===== config.mk =====
export PLATFORM = sky130hd
export DESIGN_NAME = tcw_fifo
export DESIGN_NICKNAME = d
export VERILOG_FILES = /design/src/rtl/core/tcw_pkg.sv /design/src/rtl/core/tcw_fifo.sv
export SDC_FILE = /design/constraint.sdc
export NUM_CORES = 1
export LEC_CHECK = 0
export ABC_AREA = 1
export BUFFER_PORTS_ARGS = -buffer_cell sky130_fd_sc_hd__buf_2
export CAP_MARGIN = 30
export CORE_AREA = 2 2 60 45
export DETAILED_ROUTE_END_ITERATION = 10
export DIE_AREA = 0 0 62 47
export HOLD_SLACK_MARGIN = 0.06
export SYNTH_ARGS = -nofsm -noshare
export SYNTH_HDL_FRONTEND = slang
export SYNTH_SLANG_ARGS = --single-unit

===== constraint.sdc =====
create_clock -name clk -period 2.4 [get_ports clk]
set_clock_uncertainty 0.1 [all_clocks]
set_input_delay 0.12 -clock clk [delete_from_list [all_inputs] [get_ports clk]]
set_output_delay 0.12 -clock clk [all_outputs]
set_load 0.005 [all_outputs]

===== src/rtl/core/tcw_pkg.sv =====
// ----------------------------------------------------------------------------
// tcw_pkg - text console writer shared definitions
// Screen geometry, character codes, command encodings and the records that
// pass between the intake and the execution side of the console.
// ----------------------------------------------------------------------------
`default_nettype none

package tcw_pkg;

	localparam int COLUMNS = 80;
	localparam int ROWS    = 25;
	localparam int CELLS   = ROWS * COLUMNS;

	localparam int COL_W  = $clog2(COLUMNS);
	localparam int ROW_W  = $clog2(ROWS);
	localparam int ADDR_W = $clog2(CELLS);
	localparam int CELL_W = 16;
	localparam int CHAR_W = 8;
	localparam int ATTR_W = 8;

	localparam int OPQ_DEPTH  = 2;
	localparam int RESQ_DEPTH = 2;

	localparam logic [CHAR_W-1:0] NEWLINE_CODE = 8'd10;
	localparam logic [CHAR_W-1:0] SPACE_CODE   = 8'd32;
	localparam logic [ATTR_W-1:0] ATTR_RESET   = 8'h02;
	localparam logic [CELL_W-1:0] BLANK_RESET  = {ATTR_RESET, SPACE_CODE};

	localparam logic CMD_PUT  = 1'b0;
	localparam logic CMD_READ = 1'b1;

	localparam logic REG_ATTR = 1'b0;

	typedef enum logic [1:0] {
		OP_NONE,
		OP_WRITE,
		OP_READ
	} op_kind_t;

	typedef enum logic [1:0] {
		BK_INIT,
		BK_IDLE,
		BK_READ,
		BK_CLEAR
	} bk_state_t;

	typedef struct packed {
		op_kind_t          kind;
		logic              scroll;
		logic [ROW_W-1:0]  row;
		logic [COL_W-1:0]  col;
		logic [CELL_W-1:0] data;
		logic [COL_W-1:0]  cur_col;
		logic [ROW_W-1:0]  cur_row;
	} op_t;

	typedef struct packed {
		logic [CELL_W-1:0] cell_val;
		logic [COL_W-1:0]  cur_col;
		logic [ROW_W-1:0]  cur_row;
		logic              scrolled;
	} res_t;

endpackage

`default_nettype wire


===== src/rtl/core/tcw_fifo.sv =====
// ----------------------------------------------------------------------------
// tcw_fifo - small register queue
// Carries operation records from intake to execution, and results out.
// ----------------------------------------------------------------------------
`default_nettype none

module tcw_fifo #(
	parameter int WIDTH = 8,
	parameter int DEPTH = tcw_pkg::OPQ_DEPTH
) (
	input  wire logic             clk,
	input  wire logic             arst_n,
	input  wire logic             push,
	input  wire logic [WIDTH-1:0] wdata,
	input  wire logic             pop,
	output logic      [WIDTH-1:0] rdata,
	output logic                  full,
	output logic                  empty
);

	localparam int PW = $clog2(DEPTH);
	localparam int CW = $clog2(DEPTH + 1);

	logic [WIDTH-1:0] mem_q [DEPTH];
	logic [PW-1:0]    wr_ptr_q;
	logic [PW-1:0]    rd_ptr_q;
	logic [CW-1:0]    cnt_q;
	logic             push_ok;
	logic             pop_ok;

	assign full    = (cnt_q == CW'(DEPTH));
	assign empty   = (cnt_q == '0);
	assign push_ok = push & ~full;
	assign pop_ok  = pop & ~empty;
	assign rdata   = mem_q[rd_ptr_q];

	always_ff @(posedge clk or negedge arst_n) begin
		if (!arst_n) begin
			wr_ptr_q <= '0;
			rd_ptr_q <= '0;
			cnt_q    <= '0;
		end else begin
			if (push_ok) begin
				wr_ptr_q <= (wr_ptr_q == PW'(DEPTH - 1)) ? '0 : wr_ptr_q + 1'b1;
			end
			if (pop_ok) begin
				rd_ptr_q <= (rd_ptr_q == PW'(DEPTH - 1)) ? '0 : rd_ptr_q + 1'b1;
			end
			if (push_ok && !pop_ok) begin
				cnt_q <= cnt_q + 1'b1;
			end else if (pop_ok && !push_ok) begin
				cnt_q <= cnt_q - 1'b1;
			end
		end
	end

	always_ff @(posedge clk) begin
		if (push_ok) begin
			mem_q[wr_ptr_q] <= wdata;
		end
	end

endmodule

`default_nettype wire


After elaboration in Yosys (flattened, before gate mapping). Memory sizes are Yosys's and may differ from the RTL's. Index checks and enable logic that the tools add are counted.

Bits in writable memories: 16. Memories kept: 1. Output and inout bits: 10. Logic and storage cells: 25. Bits in registers: 4. Input port bits: 12.

Multiplexer cells: 6. $add $sub $neg: 4. Equal/unequal tests: 1. Bitwise gates (word level): 4. Reduce and logical (&&, ||, !) cells: 6.

Memories: mem_q (depth 2, width 8, rd ports 1, clocked after memory_dff 0, write ports 1, line tcw_fifo.sv:24) `logic [WIDTH-1:0] mem_q [DEPTH];`.

Operator list (count): 2-to-1 mux 1 bit (4); 2-to-1 mux 2 bit (2); adder 1 bit, second input constant (2); adder 2 x 1 -> 2 bit, second input constant (1); bitwise AND 1 bit (2); == test 2 bit, second input constant (1); logical AND 1 bit (2); logical NOT 1 bit (2); logical NOT 2 bit (1); NOT 1 bit (2); nonzero test 2 bit (1); subtractor 2 x 1 -> 2 bit, second input constant (1).

Longest topological paths before layout.
Depth in word-level cells: 7. Gate-level depth with buffers: 9. Depth with buffers taken out: 9.

Least setup slack after synthesis. No wires, ideal clock.

Kind: reg2reg. Start: reg cnt_q[1]. End: mem mem_q[1][0], enable pin. Path slack: 978 ps. Data arrival time: 951 ps. Path buffers: 0. Setup time: 371 ps. Cell stages (with the launch flop): 4. Period minus slack after synthesis: 1422 ps. Path through: dfrtp_1 -> inv_1 -> o21ai_0 -> nor2_1.

Cells in the longest elaborated chain, start to end: 5.

Ends and longest elaborated chain: start, declared (line tcw_fifo.sv:27) `logic [CW-1:0] cnt_q;`; start signal, assigned (line tcw_fifo.sv:50) `cnt_q <= cnt_q + 1'b1;`; start signal, assigned (line tcw_fifo.sv:52) `cnt_q <= cnt_q - 1'b1;`; == test 2 bit (line tcw_fifo.sv:31) `assign full = (cnt_q == CW'(DEPTH));`; NOT 1 bit (line tcw_fifo.sv:33) `assign push_ok = push & ~full;`; bitwise AND 1 bit (line tcw_fifo.sv:33); 2-to-1 mux 1 bit (line tcw_fifo.sv:58) `if (push_ok) begin`; 2-to-1 mux 1 bit (not written as such) (line tcw_fifo.sv:59) `mem_q[wr_ptr_q] <= wdata;`; end, declared (line tcw_fifo.sv:24).

Every way passes these cells.

Worst setup path after layout.
Start: reg cnt_q[1]. End: mem mem_q[1][5], enable pin.

The elaborated chain is that of the path after synthesis.

==> reports/results.md <==
• **Setup crit end kind** flop
• **number of maximum-capacitance constraint violations** 0
• **Seq/Total Area, Yosys** 71.7%
• **startpoint of the worst hold path** wr_ptr_q$_DFFE_PN0N_
• **total wirelength of the detailed-routed design** 1500 um
• **Final nets** 123
• **top cells by area in the synthesized netlist** edfxtp_1 59%, nand2_1 15%, dfrtp_1 12%
• **Overflow after GRT** 0
• **antenna violation net count after detailed routing** 0
• **largest net degree at the start of global routing** 13
• **antenna violations before repair** 0
• **clk buf depth** 2
• **result of the run** complete, no violations
• **worst-path cell chain** inv_1, o21ai_0, nor2_1
• **Critical-path top delay cell** nor2_1
• **largest stage delay on the critical path** 0.52 ns
• **final number of max-transition violations** 0
• **Avg Inst Size Synth** 11.1 um^2
• **detailed-route via count** 571
• **critical path start-end classification** reg -> reg
• **DRC violation count after routing** 0
• **accumulated negative setup slack** 0 ns
• **number of DRC markers in iteration 0** 16
• **arrival time at the worst endpoint** 1.43 ns
• **total global-route track usage** 12.2%
• **unrepaired setup endpoints after global routing** false
• **vias in the first global route** 526
• **clock-pin transition on the worst setup and hold timing paths** 0.10 ns
• **leakage power total** 0.523 nW
• **placement row count** 15
• **Net Count, Synth** 86
• **required time worst endpoint** 2.24 ns
• **routability-driven placement congestion ratio** 0.782
• **area fraction of the dominant cell type after synthesis** 59.4%
• **count of unique library cells instantiated by Yosys** 14
• **clock latency of the later-clocked register in the worst-skew pair** 0.29 ns
• **horizontal extent of the die** 62 um
• **shortest period the worst path allows** 1.59 ns
• **io pins** 22
• **cts bufs inserted** 3
• **count of buffers from port buffering** 21
• **synthesized instance count** 73
• **Worst Max-Slew Pin Slew** 0.644 ns
• **peak fanout along the critical path** 8
• **Core Box Area** 2350 um^2
• **part of the cycle the worst path needs** 66.4%
• **source of the worst register-to-register timing path** cnt_q[1]$_DFFE_PN0P_
• **count of state elements after synthesis** 20
• **first-pass GRT wire length** 2370 um
• **Setup Viol. Count Final** 0
• **cell taking the most area after synthesis** edfxtp_1
• **type of the tightest min-delay check** reg -> reg
• **Routed wire per std cell** 10.5 um
• **height of the chip** 47 um
• **fin cells** 143
• **Fmax achieved** 628 MHz
• **Resize count post-CTS** 0
• **mapped cell area** 810 um^2
• **max_slew headroom** 56.9%
• **cell area power density** 1070 nW/um^2
• **largest voltage drop on the vdd net** 0.000600 V
• **kind of start point of the critical path** flop
• **CTS Root Buffer Type** clkbuf_4
• **TritonCTS clock tree** built
• **number of warnings printed during yosys synthesis** 0
• **Die Outline Area** 2910 um^2
• **n_diodes** 0
• **number of clock sinks** 20
• **Fin. Hold Viols** 0
• **number of detailed-routing iterations run before antenna repair** 4
• **crit path launch** cnt_q[1]$_DFFE_PN0P_
• **Vias per Instance** 3.99
• **depth of the CTS H-tree** 1
• **placed wire-length estimate** 1060 um
• **cell count after placement** 127
• **layout cells sized above 1** 25.7%
• **synthesis-to-layout area growth** 38.9%
• **Initial Util** 34.5%
==> logic make-up (layout without fill, tap and decap cells) <==
family / Yosys count / after routing / share of synthesized area, %
adder cells (fa/ha/maj): 1 / 1 / 1.55
flip-flops: 20 / 20 / 71.7
buffers and inverters: 9 / 45 / 4.33
AND/OR/NAND/NOR: 40 / 40 / 20.1
XOR/XNOR: 1 / 1 / 1.08
AO/OA/AOI/OAI: 2 / 2 / 1.24
==> state kept, by name, summed over array words and instances (netlist names) <==
register and flops:
cnt_q 2, mem_q 16, rd_ptr_q 1, wr_ptr_q 1
==> worst max-delay path: cells and delay by family, from the launching register on <==
kind | cells | cell delay, ns
AND/OR/NAND/NOR | 1 | 0.52
AO/OA/AOI/OAI | 1 | 0.10
flip-flops | 1 | 0.41
buffers and inverters | 1 | 0.11
==> cell usage after synthesis, drive strengths merged <==
cell type	n
edfxtp	16
ha	1
inv	8
nor2	4
nand4	1
nand3	1
nand3b	1
o21ai	2
buf	1
nand2	33
xnor2	1
dfrtp	4
==> repair_timing <==
action,CTS,global route
buffers inserted,0,0
endpoints found under the hold margin,22,0
hold buffers,12,0
==> per-layer routing <==
metal,track usage [%],wire [um]
met5,0,0
met4,2.55,7
met3,5.79,90
met2,19.4,628
met1,15.3,769
==> cell usage in the layout, fill, tap and decap left out, drive strengths merged <==
| cell | count |
|---|---|
| ha | 1 |
| nand3 | 1 |
| nand3b | 1 |
| nor2 | 4 |
| dlygate4sd3 | 12 |
| edfxtp | 16 |
| nand4 | 1 |
| buf | 21 |
| bufinv | 1 |
| inv | 8 |
| xnor2 | 1 |
| o21ai | 2 |
| clkbuf | 3 |
| nand2 | 33 |
| dfrtp | 4 |
==> final timing paths <==
path / endpoint / slack (ns) / depth (start not counted)
max in group asynchronous: wr_ptr_q$_DFFE_PN0N_ / 1.41 / 3
hold reg to reg: wr_ptr_q$_DFFE_PN0N_ / 0.39 / 2
min in group asynchronous: rd_ptr_q$_DFFE_PN0P_ / 0.61 / 3
hold / removal: wr_ptr_q$_DFFE_PN0N_ / 0.39 / 2
setup reg to reg: mem_q[1][5]$_DFFE_PP_ / 0.81 / 3
setup / recovery: mem_q[1][5]$_DFFE_PP_ / 0.81 / 3
==> cell type report <==
type	instances	area, um^2
Clock buffer	3	22.5
Timing Repair Buffer	33	225
Multi-Input combinational cell	44	194
Clock inverter	1	30.0
Tap cell	34	42.5
Sequential cell	20	581
Fill cell	237	1220
Inverter	8	30.0
==> where the power goes <==
part / switching (mW) / total [mW] / internal (mW)
clock: 0.102 / 0.270 / 0.169
combinational: 0.223 / 0.387 / 0.165
sequential: 0.0646 / 0.547 / 0.482
total: 0.389 / 1.20 / 0.816
==> per-stage QoR <==
| step | hold WS (ns) | total power [mW] | setup slack (ns) | area, um^2 | utilization, % |
|---|---|---|---|---|---|
| 2_1_floorplan | -0.276 | 0.783 | 0.978 | 810 | - |
| 3_3_place_gp | -0.166 | 0.922 | 0.846 | 952 | 40.6 |
| 3_5_place_dp | -0.164 | 0.934 | 0.791 | 952 | 40.6 |
| 4_1_cts | 0.395 | 1.22 | 0.780 | 1120 | 47.9 |
| 5_1_grt | 0.428 | 1.31 | 0.684 | 1120 | 47.9 |
| 6_report | 0.390 | 1.20 | 0.807 | 1120 | 47.9 |
Power figures use the tool's default switching activity.
