## src/rtl/core/tcw_pkg.sv

```systemverilog
// ----------------------------------------------------------------------------
// tcw_pkg - text console writer shared definitions
// Screen geometry, character codes, command encodings and the records that
// pass between the intake and the execution side of the console.
// ----------------------------------------------------------------------------
`default_nettype none

package tcw_pkg;

	localparam int COLUMNS = 80;
	localparam int ROWS    = 25;
	localparam int CELLS   = ROWS * COLUMNS;

	localparam int COL_W  = $clog2(COLUMNS);
	localparam int ROW_W  = $clog2(ROWS);
	localparam int ADDR_W = $clog2(CELLS);
	localparam int CELL_W = 16;
	localparam int CHAR_W = 8;
	localparam int ATTR_W = 8;

	localparam int OPQ_DEPTH  = 2;
	localparam int RESQ_DEPTH = 2;

	localparam logic [CHAR_W-1:0] NEWLINE_CODE = 8'd10;
	localparam logic [CHAR_W-1:0] SPACE_CODE   = 8'd32;
	localparam logic [ATTR_W-1:0] ATTR_RESET   = 8'h02;
	localparam logic [CELL_W-1:0] BLANK_RESET  = {ATTR_RESET, SPACE_CODE};

	localparam logic CMD_PUT  = 1'b0;
	localparam logic CMD_READ = 1'b1;

	localparam logic REG_ATTR = 1'b0;

	typedef enum logic [1:0] {
		OP_NONE,
		OP_WRITE,
		OP_READ
	} op_kind_t;

	typedef enum logic [1:0] {
		BK_INIT,
		BK_IDLE,
		BK_READ,
		BK_CLEAR
	} bk_state_t;

	typedef struct packed {
		op_kind_t          kind;
		logic              scroll;
		logic [ROW_W-1:0]  row;
		logic [COL_W-1:0]  col;
		logic [CELL_W-1:0] data;
		logic [COL_W-1:0]  cur_col;
		logic [ROW_W-1:0]  cur_row;
	} op_t;

	typedef struct packed {
		logic [CELL_W-1:0] cell_val;
		logic [COL_W-1:0]  cur_col;
		logic [ROW_W-1:0]  cur_row;
		logic              scrolled;
	} res_t;

endpackage

`default_nettype wire

```

## src/rtl/core/tcw_front.sv

```systemverilog
// ----------------------------------------------------------------------------
// tcw_front - console intake and cursor tracking
// Takes commands, advances the cursor, and classifies each beat into an
// operation record for the execution side.
// ----------------------------------------------------------------------------
`default_nettype none

module tcw_front (
	input  wire logic                             clk,
	input  wire logic                             arst_n,
	input  wire logic                             push,
	input  wire logic                             blocked,
	output logic                                  full,
	input  wire logic                             command,
	input  wire logic [tcw_pkg::CHAR_W-1:0]       char_code,
	input  wire logic [tcw_pkg::ROW_W-1:0]        read_row,
	input  wire logic [tcw_pkg::COL_W-1:0]        read_col,
	input  wire logic [tcw_pkg::ATTR_W-1:0]       attr,
	output logic                                  op_push,
	output tcw_pkg::op_t                          op
);

	localparam int COL_W = tcw_pkg::COL_W;
	localparam int ROW_W = tcw_pkg::ROW_W;

	logic [COL_W-1:0] col_q;
	logic [ROW_W-1:0] row_q;
	logic [COL_W-1:0] nxt_col;
	logic [ROW_W-1:0] nxt_row;
	logic             wrap;
	logic             in_range;

	assign full    = blocked;
	assign op_push = push & ~blocked;

	assign in_range = ({1'b0, read_row} < (ROW_W + 1)'(tcw_pkg::ROWS)) &&
	                  ({1'b0, read_col} < (COL_W + 1)'(tcw_pkg::COLUMNS));

	always_comb begin
		nxt_col   = col_q;
		nxt_row   = row_q;
		wrap      = 1'b0;
		op.kind   = tcw_pkg::OP_NONE;
		op.scroll = 1'b0;
		op.row    = row_q;
		op.col    = col_q;
		op.data   = {attr, char_code};
		if (command == tcw_pkg::CMD_READ) begin
			op.row = read_row;
			op.col = read_col;
			if (in_range) begin
				op.kind = tcw_pkg::OP_READ;
			end
		end else if (char_code == tcw_pkg::NEWLINE_CODE) begin
			wrap = 1'b1;
		end else begin
			op.kind = tcw_pkg::OP_WRITE;
			if (col_q == COL_W'(tcw_pkg::COLUMNS - 1)) begin
				wrap = 1'b1;
			end else begin
				nxt_col = col_q + 1'b1;
			end
		end
		if (wrap) begin
			nxt_col = '0;
			if (row_q == ROW_W'(tcw_pkg::ROWS - 1)) begin
				op.scroll = 1'b1;
			end else begin
				nxt_row = row_q + 1'b1;
			end
		end
		op.cur_col = nxt_col;
		op.cur_row = nxt_row;
	end

	always_ff @(posedge clk or negedge arst_n) begin
		if (!arst_n) begin
			col_q <= '0;
			row_q <= '0;
		end else if (op_push) begin
			col_q <= nxt_col;
			row_q <= nxt_row;
		end
	end

endmodule

`default_nettype wire

```

## config.mk

```make
export PLATFORM = sky130hd
export DESIGN_NAME = tcw_front
export DESIGN_NICKNAME = d
export VERILOG_FILES = /design/src/rtl/core/tcw_pkg.sv /design/src/rtl/core/tcw_front.sv
export SDC_FILE = /design/constraint.sdc
export NUM_CORES = 1
export LEC_CHECK = 0
export BUFFER_PORTS_ARGS = -buffer_cell sky130_fd_sc_hd__buf_4
export CORE_ASPECT_RATIO = 1.1
export CORE_MARGIN = 8
export CORE_UTILIZATION = 39
export CTS_CLUSTER_DIAMETER = 80
export DETAILED_ROUTE_END_ITERATION = 7
export PLACE_DENSITY = 0.82
export SLEW_MARGIN = 10
export SYNTH_ARGS = -nofsm -noshare
export SYNTH_HDL_FRONTEND = slang
export SYNTH_SLANG_ARGS = --single-unit
```

## constraint.sdc

```tcl
create_clock -name clk -period 1.7 [get_ports clk]
set_input_delay 0.34 -clock clk [delete_from_list [all_inputs] [get_ports clk]]
set_output_delay 0.34 -clock clk [all_outputs]
set_load 0.1 [all_outputs]
```

# Yosys cells after proc, flatten, opt, wreduce, memory -nomap -nowiden
# Cells that the tools add are included.
[op_classes] n_eq_ne=3 magnitude_cmp=2 n_bitwise=2 addsub=2 reduce_logical=1 mux=15
[op_table] cell="7-bit two-way mux" count=4
[op_table] cell="12-bit two-way mux" count=1
[op_table] cell="5-bit two-way mux" count=2
[op_table] cell="8-bit by 4-bit equality test with 1-bit output (second input constant)" count=1
[op_table] cell="7-bit by 1-bit adder with 7-bit output (second input constant)" count=1
[op_table] cell="7-bit equality test (second input constant)" count=1
[op_table] cell="7-bit < comparator (second input constant)" count=1
[op_table] cell="1-bit two-way mux" count=6
[op_table] cell="5-bit by 1-bit adder with 5-bit output (second input constant)" count=1
[op_table] cell="5-bit equality test (second input constant)" count=1
[op_table] cell="5-bit < comparator (second input constant)" count=1
[op_table] cell="2-bit two-way mux" count=2
[op_table] cell="1-bit AND" count=1
[op_table] cell="1-bit logical AND" count=1
[op_table] cell="1-bit NOT" count=1
[word_totals] regBits=12 elab_cells=27

# Logic depth before layout (Yosys ltp)
[depth] depth_word=5 mapped_depth=6 depth_no_buf=5

# Least setup slack after synthesis
# OpenSTA, ideal clock, no wires.
[synth_path] kind="flip-flop to output port" from="register col_q[0]" to="output op[6] (netlist name)" path_stages_with_launch=7 slack_ns=-2.098 t_arrival_ns=3.458 required_ns=1.360 cell_sequence="dfrtp_1 > ha_1 > and3_1 > a22oi_4 > buf_6 > nand2_1 > o21ai_0"
[synth_lines] element="from (decl)" line="tcw_front.sv:26" rtl="logic [COL_W-1:0] col_q;"
[synth_lines] element="from (signal assigned)" line="tcw_front.sv:81" rtl="col_q <= nxt_col;"
[synth_lines] element="to (decl)" line="tcw_front.sv:20" rtl="output tcw_pkg::op_t op"

==> summary.md <==
| Metric | Value |
|---|---|
| Initial antenna violation count | `0` |
| Tightest Pin Transition | `around 0.36 ns` |
| H-tree depth | `1` |
| Vias in the first global route | `between 1500 and 2000` |
| Clk_lat worst skew | `0.28 ns` |
| Root Driver | `clkbuf_4` |
| Cell Chain, Critical Path | `ha_2, and3_4, a22oi_4, buf_6, nor3_4, xnor2_4, buf_12` |
| # DRC | `0` |
| Area leader, netlist | `dfrtp_1` |
| Ant diodes | `0` |
| Slowest cell on crit path | `dfrtp_1` |
| First-pass GRT wire length | `8190 um` |
| TritonCTS clock tree | `done` |
| Multi-input gate area | `1200 um^2` |
| Met3 routed WL | `slightly below 500 um` |
| Finished Layout Cells | `280` |
| WL/cell | `20.0 um` |
| Vias per cell | `5.70` |
| Area grow syn2layout | `108%` |
| Worst ir drop on vdd | `roughly 1.1 mV` |
| Dpl hpwl | `between 3000 and 4000 um` |
| Synth top cells by count | `nand2_1 (19), buf_4 (17), o21ai_0 (16)` |
| Gr usage total | `18.3%` |
| RSZ-0062 raised after global routing | `true` |
| CTS buffer count | `3` |
| CP endpoint kind | `output pin` |
| Synth area leaders | `dfrtp_1 (23%), buf_4 (9.9%), mux2_2 (9.6%)` |
| Failing checks | `negative setup slack` |
| Die height | `between 70 and 80 um` |
| Fin. Hold Viols | `0` |
| Async set-reset flop share out of synthesis | `100%` |
| Layout Skew | `0.00102 ns` |
| Largest fanout on the critical path | `5` |
| Post-synth EDFFs | `0` |
| FF+latch count, synth | `12` |
| Mean Syn Cell Area | `between 8 and 9 um^2` |
| Iteration-0 DRC count of the detailed router | `around 80` |
| Post-route core utilization | `82.6%` |
| Placed cells | `roughly 260` |
| Clk slew on worst S/H paths | `roughly 0.08 ns` |
| Via count | `1596` |
| Post-Route M1 WL | `2010 um` |
| Seq/Total Area, Yosys | `23.3%` |
| Post-DRT Antenna Nets | `0` |
| R2r setup slk | `-0.37 ns` |
| Fmax | `435 MHz` |
| Die area | `roughly 5400 um^2` |
| Syn_nets | `between 150 and 200` |
| Core Area | `3250 um^2` |
| Placer Congestion | `0.794` |
| Clk sinks | `12` |
| Min Clock Period, post-route | `2.30 ns` |
| Reg2reg end | `row_q[2]$_DFFE_PN0P_` |
| FILL cells | `167` |
| Final Slew Violations | `0` |
| Startpoint class of the critical path | `register` |
| Initial Utilization | `39.8%` |
| Largest net degree at the start of global routing | `19` |
| Kind of critical path | `reg -> out` |
| WL met2 | `2950 um` |
| Cell Pwr Density | `1080 nW/um^2` |
| Register area | `300 um^2` |
| Area of the mapped netlist | `1290 um^2` |
| Max-cap violations | `0` |
| Crit share post-route | `135%` |
| Req. time, crit path | `1.36 ns` |
| # IOs | `78` |
| Cells after Synth | `~160` |
| Cell with the most instances after synthesis | `nand2_1` |
| Num rows | `22` |
| Clock Tree Buf Depth | `2` |
| Synth unique cells | `40` |
| Top sig layer | `met4` |
| Min-Delay Path Class | `in -> async` |
| Status | `finished with violations` |
| Setup violations, final | `20` |
| Synth Flop Type | `dfrtp_1` |
| Max incr delay on CP | `0.41 ns` |
| Total power | `0.00289 W` |
| First-pass DRT Iterations | `4` |
| Final wirelength | `around 5600 um` |
| Worst Path Arrival | `1.96 ns` |
| Static Leak | `1.21 nW` |
| Hold WS | `0.441 ns` |
| Synth top area share | `about a quarter` |
| Rel. slew slack | `75.7%` |
| Chip width | `70.9 um` |
| Synthesis Warnings | `0` |
| FF-to-FF path depth | `9` |
| # port buffers | `~60` |
| Layout cells sized above 1 | `72.5%` |
| Worst Setup Slack, final | `-0.600 ns` |
| Layout net count | `between 200 and 300` |
| Grt ovf | `0` |
| Reg2reg start | `col_q[0]$_DFFE_PN0P_` |
## state kept, by name, indices dropped and copies added (netlist names)
name	cells
col_q	7
row_q	5
## worst max-delay path, delay by kind of cell (launching register included)
family / cells / cell delay (ns)
fa+ha+maj: 1 / 0.20
buf+inv: 2 / 0.37
xor+xnor: 1 / 0.19
flops: 1 / 0.41
compound gates: 1 / 0.30
simple gates: 2 / 0.21
## timing repair
item                       CTS  global route
pin swaps                   13            17
gates cloned                 1             0
buffers inserted             9            12
resized for setup           73            27
setup endpoints to repair   17            23
hold endpoints to repair    12             0
hold buffers                 1             0
## layout make-up
type / count / share of cell area, %
repair buffers: 111 / 41.0
inverters: 5 / 0.700
well taps: 36 / 1.68
flip-flops and latches: 12 / 11.2
multi-input cells: 113 / 44.6
clock buffers: 3 / 0.840
## worst max path at each step
stage | startpoint | end | slack [ns] | cells past startpoint
floorplan | col_q[0]$_DFFE_PN0P_ | op[0] | -0.53 | 6
global placement | char_code[2] | op[4] | -0.52 | 7
detailed placement | char_code[2] | op[2] | -0.58 | 6
CTS | col_q[1]$_DFFE_PN0P_ | op[3] | -0.57 | 7
global route | col_q[0]$_DFFE_PN0P_ | op[0] | -0.65 | 7
finish | col_q[0]$_DFFE_PN0P_ | op[0] | -0.60 | 7
## per-layer routing
layer | up-vias | GRT usage [%]
li1 | 706 | -
met1 | 784 | 19.1
met2 | 90 | 33.7
met3 | 16 | 6.32
met4 | 0 | 4.38
met5 | - | 0
## cells in the final DEF (no fill, tap or decap), types with 3 or more instances in the layout
cell      instances
clkbuf_4          3
nand2_1          13
nor2b_1           3
nor4b_4           3
nor2_1            5
o21ai_2           4
nand3_1           4
buf_4            76
dfrtp_1          12
buf_12           13
mux2_4            3
mux2_2            9
nand2_4           3
o21ai_0           6
o21ai_4           6
buf_8             6
inv_1             4
buf_6            15
## kinds of logic (layout without fill, tap and decap cells)
family,Yosys count,after routing,synth area share [%]
adder cells (fa/ha/maj),3,3,2.91
multiplexers,12,12,10.5
AND/OR/NAND/NOR,61,61,29.7
AO/OA/AOI/OAI,30,31,14.9
buffers and inverters,31,119,14.7
flip-flops,12,12,23.3
XOR/XNOR,6,6,4.07
## report_power, final
part | switching [W] | internal, W
sequential | 0.0000391 | 0.000337
clock | 0.000109 | 0.0000823
combinational | 0.00149 | 0.000834
total | 0.00163 | 0.00125
## through the flow
step                      cell area, um^2  TNS [ns]  worst slack [ns]
after floorplan                      1520     -3.65            -0.529
after global placement               2090     -5.67            -0.525
after detailed placement             2090     -6.56            -0.580
after CTS                            2530     -6.28            -0.570
after global routing                 2680     -8.87            -0.654
final                                2680     -7.79            -0.600
Power figures use the tool's default switching activity.
